==> src/stereo_box_decimator_to_pcm16_macros.svh <==
// Assertion macros shared by the decimator modules.
`ifndef STEREO_BOX_DECIMATOR_TO_PCM16_MACROS_SVH
`define STEREO_BOX_DECIMATOR_TO_PCM16_MACROS_SVH

`ifndef SYNTH

// The consequent must hold in the same cycle as the antecedent.
`define SBD_ASSERT_IMP(name, clk, rst_n, ante, cons) \
  name: assert property (@(posedge clk) disable iff (!rst_n) (ante) |-> (cons)) \
    else $error("sbd assertion failed");

// The consequent must hold in the cycle after the antecedent.
`define SBD_ASSERT_NEXT(name, clk, rst_n, ante, cons) \
  name: assert property (@(posedge clk) disable iff (!rst_n) (ante) |=> (cons)) \
    else $error("sbd assertion failed");

`else

`define SBD_ASSERT_IMP(name, clk, rst_n, ante, cons)
`define SBD_ASSERT_NEXT(name, clk, rst_n, ante, cons)

`endif

`endif

==> src/sbd_pkg.sv <==
package sbd_pkg;

  // Default width of one input sample.
  localparam int SampleBitsDef = 24;

  // Window credit arithmetic.
  localparam int CreditW = 17;
  localparam logic [CreditW-1:0] OutRateC  = CreditW'(16000);
  localparam logic [CreditW-1:0] RateLowC  = CreditW'(44100);
  localparam logic [CreditW-1:0] RateHighC = CreditW'(48000);
  // The credit never reaches the out rate plus the highest input rate.
  localparam logic [CreditW-1:0] CreditLimitC = CreditW'(64000);

  // Frame count and divisor widths.
  localparam int CountW   = 3;
  localparam int SamplesW = 3;
  localparam logic [CountW-1:0] CountMaxC = CountW'(3);

  // Scaling by 32767 is done as (x << 15) - x.
  localparam int FullScaleShift = 15;
  // Width of the scaled magnitude that enters the divider.
  localparam int QuotW = 19;

  // Output format.
  localparam int PcmW = 16;
  localparam logic [PcmW-1:0] PcmMaxC = 16'h7FFF;
  localparam logic [PcmW-1:0] PcmMinC = 16'h8000;

  // Configuration port.
  localparam int PaddrW = 3;
  localparam int PdataW = 32;
  localparam logic RegRateSelect   = 1'b0;
  localparam logic RegStereoEnable = 1'b1;

  typedef struct packed {
    logic rate_select;
    logic stereo_enable;
  } sbd_cfg_t;

  // A window that closed: divisor of the average.
  typedef struct packed {
    logic                valid;
    logic [SamplesW-1:0] samples;
  } sbd_close_t;

endpackage

==> src/stereo_box_decimator_to_pcm16.sv <==
// Stereo box-filter decimator from 44.1 or 48 kHz frames to 16 kHz signed 16-bit PCM.
// Each accepted frame is added to the open window; a credit counter that restarts at
// every block end decides when a window closes, and then the average is scaled to
// int16 (truncated toward zero, saturated) by a bit-serial divider. A frame that
// closes no window adds no stall of its own. A frame that closes a window keeps the
// input stalled while the window is registered, the sum is scaled, 19 restoring
// division steps run (one quotient bit per cycle) and the result is handed to the
// output register, which then holds it while the next frames come in. While the
// output register is still full and stalled, the hand-over waits, and the input
// stays stalled for as long as that lasts.
// Configuration registers: rate_select at byte address 0, stereo_enable at 4.
module stereo_box_decimator_to_pcm16 #(
  parameter int SampleBits = sbd_pkg::SampleBitsDef
) (
  input  logic                         clk_i,
  input  logic                         rst_ni,
  input  logic                         psel,
  input  logic                         penable,
  input  logic                         pwrite,
  input  logic [sbd_pkg::PaddrW-1:0]   paddr,
  input  logic [sbd_pkg::PdataW-1:0]   pwdata,
  output logic [sbd_pkg::PdataW-1:0]   prdata,
  output logic                         pready,
  input  logic                         in_valid_i,
  output logic                         in_stall_o,
  input  logic signed [SampleBits-1:0] left_sample_i,
  input  logic signed [SampleBits-1:0] right_sample_i,
  input  logic                         last_in_block_i,
  output logic                         out_valid_o,
  input  logic                         out_stall_i,
  output logic signed [sbd_pkg::PcmW-1:0] pcm_out_o
);
  import sbd_pkg::*;

  sbd_cfg_t                     cfg_q;
  sbd_close_t                   close;
  logic signed [SampleBits+2:0] close_sum;
  logic                         in_accept;
  logic                         div_busy, div_valid, div_take;
  logic [PcmW-1:0]              div_pcm;
  logic                         out_valid_q;
  logic [PcmW-1:0]              pcm_q;
  logic                         cfg_write;

  // Register file writes.
  assign pready    = 1'b1;
  assign cfg_write = psel && penable && pwrite && pready;

  always_ff @(posedge clk_i or negedge rst_ni) begin
    if (!rst_ni) begin
      cfg_q.rate_select   <= 1'b0;
      cfg_q.stereo_enable <= 1'b1;
    end else if (cfg_write) begin
      case (paddr[2])
        RegRateSelect:   cfg_q.rate_select   <= pwdata[0];
        RegStereoEnable: cfg_q.stereo_enable <= pwdata[0];
        default: begin
        end
      endcase
    end
  end

  // Register file reads; unaligned addresses read as zero.
  always_comb begin
    prdata = '0;
    if (paddr[1:0] == 2'b00) begin
      case (paddr[2])
        RegRateSelect:   prdata = PdataW'(cfg_q.rate_select);
        RegStereoEnable: prdata = PdataW'(cfg_q.stereo_enable);
        default:         prdata = '0;
      endcase
    end
  end

  // The input waits while a closed window is divided and handed on.
  assign in_stall_o = close.valid || div_busy;
  assign in_accept  = in_valid_i && !in_stall_o;

  sbd_window #(
    .SampleBits(SampleBits)
  ) u_window (
    .clk_i   (clk_i),
    .rst_ni  (rst_ni),
    .cfg_i   (cfg_q),
    .accept_i(in_accept),
    .left_i  (left_sample_i),
    .right_i (right_sample_i),
    .last_i  (last_in_block_i),
    .close_o (close),
    .sum_o   (close_sum)
  );

  sbd_serial_div #(
    .SampleBits(SampleBits)
  ) u_div (
    .clk_i  (clk_i),
    .rst_ni (rst_ni),
    .close_i(close),
    .sum_i  (close_sum),
    .take_i (div_take),
    .busy_o (div_busy),
    .valid_o(div_valid),
    .pcm_o  (div_pcm)
  );

  // Output register: loads when empty or when its transfer completes.
  assign div_take = div_valid && (!out_valid_q || !out_stall_i);

  always_ff @(posedge clk_i or negedge rst_ni) begin
    if (!rst_ni) begin
      out_valid_q <= 1'b0;
    end else if (div_take) begin
      out_valid_q <= 1'b1;
    end else if (!out_stall_i) begin
      out_valid_q <= 1'b0;
    end
  end

  always_ff @(posedge clk_i) begin
    if (div_take) begin
      pcm_q <= div_pcm;
    end
  end

  assign out_valid_o = out_valid_q;
  assign pcm_out_o   = pcm_q;

endmodule

==> src/sbd_window.sv <==
`include "stereo_box_decimator_to_pcm16_macros.svh"

module sbd_window #(
  parameter int SampleBits = sbd_pkg::SampleBitsDef
) (
  input  logic                     clk_i,
  input  logic                     rst_ni,
  input  sbd_pkg::sbd_cfg_t        cfg_i,
  input  logic                     accept_i,
  input  logic signed [SampleBits-1:0] left_i,
  input  logic signed [SampleBits-1:0] right_i,
  input  logic                     last_i,
  output sbd_pkg::sbd_close_t      close_o,
  output logic signed [SampleBits+2:0] sum_o
);
  import sbd_pkg::*;

  localparam int SumW = SampleBits + 3;

  logic signed [SumW-1:0] sum_q, sum_d, sum_add;
  logic [CountW-1:0]      count_q, count_d, count_add;
  logic [CreditW-1:0]     credit_q, credit_d, credit_dec, rate;
  logic                   emit;
  sbd_close_t             close_q, close_d;
  logic signed [SumW-1:0] close_sum_q;

  // Frame sum, frame count and credit after taking this frame.
  always_comb begin
    rate       = cfg_i.rate_select ? RateHighC : RateLowC;
    sum_add    = sum_q + SumW'(left_i) + (cfg_i.stereo_enable ? SumW'(right_i) : '0);
    count_add  = count_q + CountW'(1);
    credit_dec = (credit_q >= OutRateC) ? (credit_q - OutRateC) : '0;
    emit       = credit_dec < OutRateC;
  end

  // Window edge and block end handling.
  always_comb begin
    sum_d    = sum_q;
    count_d  = count_q;
    credit_d = credit_q;
    close_d.valid   = accept_i && emit;
    close_d.samples = cfg_i.stereo_enable ? {count_add[SamplesW-2:0], 1'b0} : count_add;
    if (accept_i) begin
      if (emit) begin
        sum_d    = '0;
        count_d  = '0;
        credit_d = credit_dec + rate;
      end else begin
        sum_d    = sum_add;
        count_d  = count_add;
        credit_d = credit_dec;
      end
      if (last_i) begin
        sum_d    = '0;
        count_d  = '0;
        credit_d = rate;
      end
    end
  end

  always_ff @(posedge clk_i or negedge rst_ni) begin
    if (!rst_ni) begin
      sum_q    <= '0;
      count_q  <= '0;
      credit_q <= RateLowC;
      close_q  <= '0;
    end else begin
      sum_q    <= sum_d;
      count_q  <= count_d;
      credit_q <= credit_d;
      close_q  <= close_d;
    end
  end

  // The closed window's sum waits here for the divider.
  always_ff @(posedge clk_i) begin
    if (accept_i && emit) begin
      close_sum_q <= sum_add;
    end
  end

  assign close_o = close_q;
  assign sum_o   = close_sum_q;

  `SBD_ASSERT_IMP(a_credit_bound, clk_i, rst_ni, 1'b1, credit_q < CreditLimitC)
  `SBD_ASSERT_IMP(a_count_bound, clk_i, rst_ni, 1'b1, count_q <= CountMaxC)
  `SBD_ASSERT_NEXT(a_close_clears, clk_i, rst_ni, accept_i && emit, count_q == '0 && sum_q == '0)

endmodule

==> src/sbd_serial_div.sv <==
`include "stereo_box_decimator_to_pcm16_macros.svh"

module sbd_serial_div #(
  parameter int SampleBits = sbd_pkg::SampleBitsDef
) (
  input  logic                         clk_i,
  input  logic                         rst_ni,
  input  sbd_pkg::sbd_close_t          close_i,
  input  logic signed [SampleBits+2:0] sum_i,
  input  logic                         take_i,
  output logic                         busy_o,
  output logic                         valid_o,
  output logic [sbd_pkg::PcmW-1:0]     pcm_o
);
  import sbd_pkg::*;

  localparam int SumW  = SampleBits + 3;
  localparam int ProdW = SumW + FullScaleShift;
  localparam int CntW  = $clog2(QuotW);

  localparam logic [1:0] StIdle  = 2'd0;
  localparam logic [1:0] StScale = 2'd1;
  localparam logic [1:0] StRun   = 2'd2;
  localparam logic [1:0] StHold  = 2'd3;

  logic [1:0]          state_q, state_d;
  logic [CntW-1:0]     cnt_q, cnt_d;
  logic [SumW-1:0]     mag_q;
  logic                neg_q;
  logic [SamplesW-1:0] div_q;
  logic [QuotW-1:0]    shreg_q;
  logic [SamplesW-1:0] rem_q;
  logic [ProdW-1:0]    prod;
  logic [SamplesW:0]   trial, trial_sub;
  logic                fits;

  // Scale by 32767, then keep the bits above the Q1.x fraction.
  assign prod = {mag_q, {FullScaleShift{1'b0}}} - {{FullScaleShift{1'b0}}, mag_q};

  // One restoring division step: bring down the next dividend bit.
  always_comb begin
    trial     = {rem_q, shreg_q[QuotW-1]};
    trial_sub = trial - {1'b0, div_q};
    fits      = trial >= {1'b0, div_q};
  end

  // Sequencer.
  always_comb begin
    state_d = state_q;
    cnt_d   = cnt_q;
    case (state_q)
      StIdle: begin
        if (close_i.valid) begin
          state_d = StScale;
        end
      end
      StScale: begin
        state_d = StRun;
        cnt_d   = '0;
      end
      StRun: begin
        cnt_d = cnt_q + CntW'(1);
        if (cnt_q == CntW'(QuotW - 1)) begin
          state_d = StHold;
        end
      end
      StHold: begin
        if (take_i) begin
          state_d = StIdle;
        end
      end
      default: begin
        state_d = StIdle;
      end
    endcase
  end

  always_ff @(posedge clk_i or negedge rst_ni) begin
    if (!rst_ni) begin
      state_q <= StIdle;
      cnt_q   <= '0;
    end else begin
      state_q <= state_d;
      cnt_q   <= cnt_d;
    end
  end

  // Datapath: magnitude, scaled dividend, then one quotient bit per cycle.
  always_ff @(posedge clk_i) begin
    case (state_q)
      StIdle: begin
        if (close_i.valid) begin
          mag_q <= sum_i[SumW-1] ? SumW'(-sum_i) : SumW'(sum_i);
          neg_q <= sum_i[SumW-1];
          div_q <= close_i.samples;
        end
      end
      StScale: begin
        shreg_q <= prod[SampleBits-1 +: QuotW];
        rem_q   <= '0;
      end
      StRun: begin
        rem_q   <= fits ? trial_sub[SamplesW-1:0] : trial[SamplesW-1:0];
        shreg_q <= {shreg_q[QuotW-2:0], fits};
      end
      default: begin
      end
    endcase
  end

  // Sign and saturation of the truncated quotient.
  always_comb begin
    if (neg_q) begin
      pcm_o = (shreg_q > QuotW'(32768)) ? PcmMinC : PcmW'(~shreg_q[PcmW-1:0] + PcmW'(1));
    end else begin
      pcm_o = (shreg_q > QuotW'(32767)) ? PcmMaxC : shreg_q[PcmW-1:0];
    end
  end

  assign busy_o  = state_q != StIdle;
  assign valid_o = state_q == StHold;

  `SBD_ASSERT_NEXT(a_start_scales, clk_i, rst_ni, state_q == StIdle && close_i.valid, state_q == StScale)
  `SBD_ASSERT_IMP(a_no_start_busy, clk_i, rst_ni, close_i.valid, state_q == StIdle)
  `SBD_ASSERT_NEXT(a_run_ends, clk_i, rst_ni, state_q == StRun && cnt_q == CntW'(QuotW - 1), state_q == StHold)

endmodule

==> config.mk <==
export PLATFORM = sky130hd
export DESIGN_NAME = stereo_box_decimator_to_pcm16
export DESIGN_NICKNAME = d
export VERILOG_FILES = /design/src/sbd_pkg.sv /design/src/stereo_box_decimator_to_pcm16.sv /design/src/sbd_window.sv /design/src/sbd_serial_div.sv
export VERILOG_INCLUDE_DIRS = /design/src /design/src/src
export SDC_FILE = /design/constraint.sdc
export NUM_CORES = 1
export LEC_CHECK = 0
export ABC_AREA = 1
export BUFFER_PORTS_ARGS = -buffer_cell sky130_fd_sc_hd__buf_4
export CAP_MARGIN = 15
export CORE_MARGIN = 2
export CORE_UTILIZATION = 61
export CTS_BUF_LIST = sky130_fd_sc_hd__clkbuf_4 sky130_fd_sc_hd__clkbuf_8
export CTS_CLUSTER_DIAMETER = 100
export DETAILED_ROUTE_END_ITERATION = 8
export PLACE_DENSITY = 0.85
export SKIP_CTS_REPAIR_TIMING = 1
export SYNTH_ARGS = -nofsm -noshare
export SYNTH_HDL_FRONTEND = slang
export SYNTH_SLANG_ARGS = --single-unit
==> constraint.sdc <==
create_clock -name clk_i -period 4.6 [get_ports clk_i]
set_clock_uncertainty 0.1 [all_clocks]
set_input_delay 0.46 -clock clk_i [delete_from_list [all_inputs] [get_ports clk_i]]
set_output_delay 0.46 -clock clk_i [all_outputs]
set_load 0.05 [all_outputs]
==> results.yml <==
outcome:
  status: "complete, but fails checks"
  violations: "negative hold slack"
logic_synthesis:
  ys_ff_latch: 155
  syn_area_sq_um: 11200
  yosys-top-cells-area: "edfxtp_1 26%, dfrtp_1 12%, nand2_1 10%, ha_1 6.7%, inv_1 6.4%"
  synth_top_area_cell: "edfxtp_1"
  synth_flop_cell: "edfxtp_1"
  synth.top_cell.area_share_pct: 25.8
  synth.avg_cell_area_sq_um: 8.23
  synthArstFlopShare_pct: 38.1
  yosysMostFrequentCell: "nand2_1"
  synth.distinct_cells: 55
  yosys_warnings: 0
  synth_seq_area_share_pct: 39.1
  netlist_instances: 1359
  synth_common_cells: "297 x nand2_1, 190 x inv_1, 117 x nor2_1, 96 x edfxtp_1, 89 x o21ai_0"
  synth_edf_count: 96
setup_path:
  critPathArrivalTime_ns: 3.78
  timing.rr.end: "u_window.sum_o[11]"
  crit_chain: "nand2_1, inv_1, fa_1, ha_1, fa_1, a21oi_1, o21ai_0, a21boi_0, xor2_1, inv_1"
  cp-start-kind: "flip-flop"
  critPathMaxStageDelay_ns: 0.90
  crit_path_end_kind: "flip-flop"
  crit_fanout: 29
  cp_slowest_cell: "dfstp_2"
  reg2regPathDepth: 10
  crit_type: "flip-flop to flip-flop"
  crit_required_ns: 4.72
  r2r-start: "cfg_q[0]"
  regToRegSetupSlack_ns: 0.94
route:
  final_antenna_net_count: 0
  drt-initial-drc-count: 784
  routed_wirelength_mm: 24.2
  drt-pass1-iter-count: 6
  wl_per_cell_um: 14.4
  drc: 0
  routed-via-count: 9133
  viasPerCell: 5.45
global_routing:
  overflow: 0
  grt_use_total_pct: 25.3
  grt_pass1_wl_mm: 40.0
  grt_pass1_vias: 8830
  antenna_found_initial: 0
  grt_max_degree: 60
timing:
  post-route-period-util_pct: 79.6
  hold_viol: 51
  max-slew-margin-rel_pct: 29.4
  finalWorstSetupSlack_ns: 0.941
  drv_slew: 0
  period_minus_slack_ns: 3.66
  holdWs_ns: -0.0834
  fmaxAchievable_ghz: 0.273
  setup_viol: 0
  worst_pin_slew_ns: 1.06
  rsz0062_at_grt: "no"
  setup-tns-final_ns: 0
clock_tree:
  clockBufferDepth: 2
  cts.sinks: 155
  clk_pin_slew_worst_paths_ns: 0.10
  cts_root_buf: "clkbuf_8"
  cts_tree: "yes"
  clk_latency_ns: 0.48
  htreeDepth: 4
  numCtsBuffers: 17
layout:
  syn_to_final_growth_pct: 9.25
  diodes: 0
  fin_area_sq_um: 12200
  nNetsFinal: 1613
  fill_cells: 1433
  finish.utilization_pct: 68.0
  layout-drive-gt1-share_pct: 9.95
power_and_ir_drop:
  power-per-cell-area_nw_per_um2: 620
  ir_drop_mv: 0.310
  leakage_nw: 5.90
place:
  gp_congestion: 0.998
  dpl_cell_area_sq_um: 11800
  dpl.hpwl_mm: 18.5
  dp_slack_ns: 0.972
  numPortBuffers: 78
die:
  die_w_um: 139
  die_h_um: 139
  fp-row-count: 49
  die_area_sq_um: 19400
  coreArea_sq_um: 18000
  start_util_pct: 62.3
  io_pins: 142
min_path:
  hold_class: "input port to asynchronous set/reset pin"
run:
  maxCapViolCount: 0
[worst max path at each step]
stage,slack [ns],end,startpoint
2_1_floorplan,1.05,prdata[0],cfg_q[0]
3_3_place_gp,1.0,u_window.sum_o[11],cfg_q[0]
3_5_place_dp,0.97,u_window.sum_o[11],cfg_q[0]
4_1_cts,0.92,u_window.sum_o[11],cfg_q[0]
5_1_grt,0.59,u_window.sum_o[20],cfg_q[0]
6_report,0.94,u_window.sum_o[11],cfg_q[0]
[cell type report]
class / count / area [sq um] / area share [%]
clock buffer: 21 / 270 / 2.21
clock inverter: 11 / 136 / 1.12
inverter: 193 / 724 / 5.93
multi-input combinational: 986 / 5820 / 47.7
sequential: 155 / 4370 / 35.8
tap: 229 / 287 / 2.35
timing repair buffer: 81 / 608 / 4.98
[registers in the layout, indices dropped and copies added (netlist names), 2 cells and up]
register,flops
u_div.cnt_q,5
u_div.state_q,2
u_window.count_q,3
u_window.sum_o,27
u_window.close_o,4
cfg_q,2
u_window.sum_q,27
u_div.mag_q,27
u_div.rem_q,3
u_div.div_q,3
pcm_out_o,16
u_window.credit_q,15
u_div.shreg_q,19
[through the flow]
stage	std cells	power, mW
detailed placement	1644	6.47
global placement	1644	6.35
CTS	1676	7.56
floorplan	1389	5.59
global route	1676	8.22
finish	1676	7.58
[cells by family after synthesis]
family / after synthesis / synth area share, %
xor+xnor: 68 / 5.33
simple gates: 571 / 22.2
compound gates: 227 / 11.8
buf+inv: 248 / 9.89
flops: 155 / 39.1
fa+ha+maj: 88 / 11.7
other cells: 2 / 0.0672
[metal layers]
metal,wire (um),vias to the layer above,track usage (%)
met1,10400,4217,31.2
li1,-,4594,-
met3,1140,44,4.51
met4,597,0,9.20
met2,12100,278,44.7
met5,0,-,0
[placed cells by master (no fill, tap or decap), drive strengths merged, types with 3 or more instances in the layout]
| cell | count |
|---|---|
| ha | 60 |
| a22o | 14 |
| conb | 32 |
| a21oi | 72 |
| buf | 81 |
| clkbuf | 21 |
| nor2 | 122 |
| nand3 | 68 |
| nor3 | 20 |
| clkinvlp | 4 |
| dfrtp | 52 |
| dfstp | 7 |
| o21ai | 92 |
| o211ai | 3 |
| clkinv | 3 |
| a31oi | 14 |
| nand4 | 30 |
| inv | 195 |
| xnor2 | 20 |
| or2 | 5 |
| fa | 28 |
| xor2 | 48 |
| a21o | 6 |
| a21boi | 9 |
| nand3b | 6 |
| nand2 | 302 |
| edfxtp | 96 |
| nor4 | 13 |
| o21bai | 7 |
[power breakdown]
part / internal, mW / total, mW / switching, mW
clock network: 0.522 / 1.06 / 0.539
registers: 2.12 / 2.46 / 0.347
logic: 1.37 / 4.06 / 2.69
total: 4.01 / 7.58 / 3.57
[critical path, delay by kind of cell, from the launching register on]
kind / cells / cell delay (ns)
AO/OA/AOI/OAI: 3 / 0.85
buffers and inverters: 2 / 0.16
XOR/XNOR: 1 / 0.19
adder cells (fa/ha/maj): 3 / 1.10
flip-flops: 1 / 0.90
AND/OR/NAND/NOR: 1 / 0.09
(Power assumes the default switching activity.)
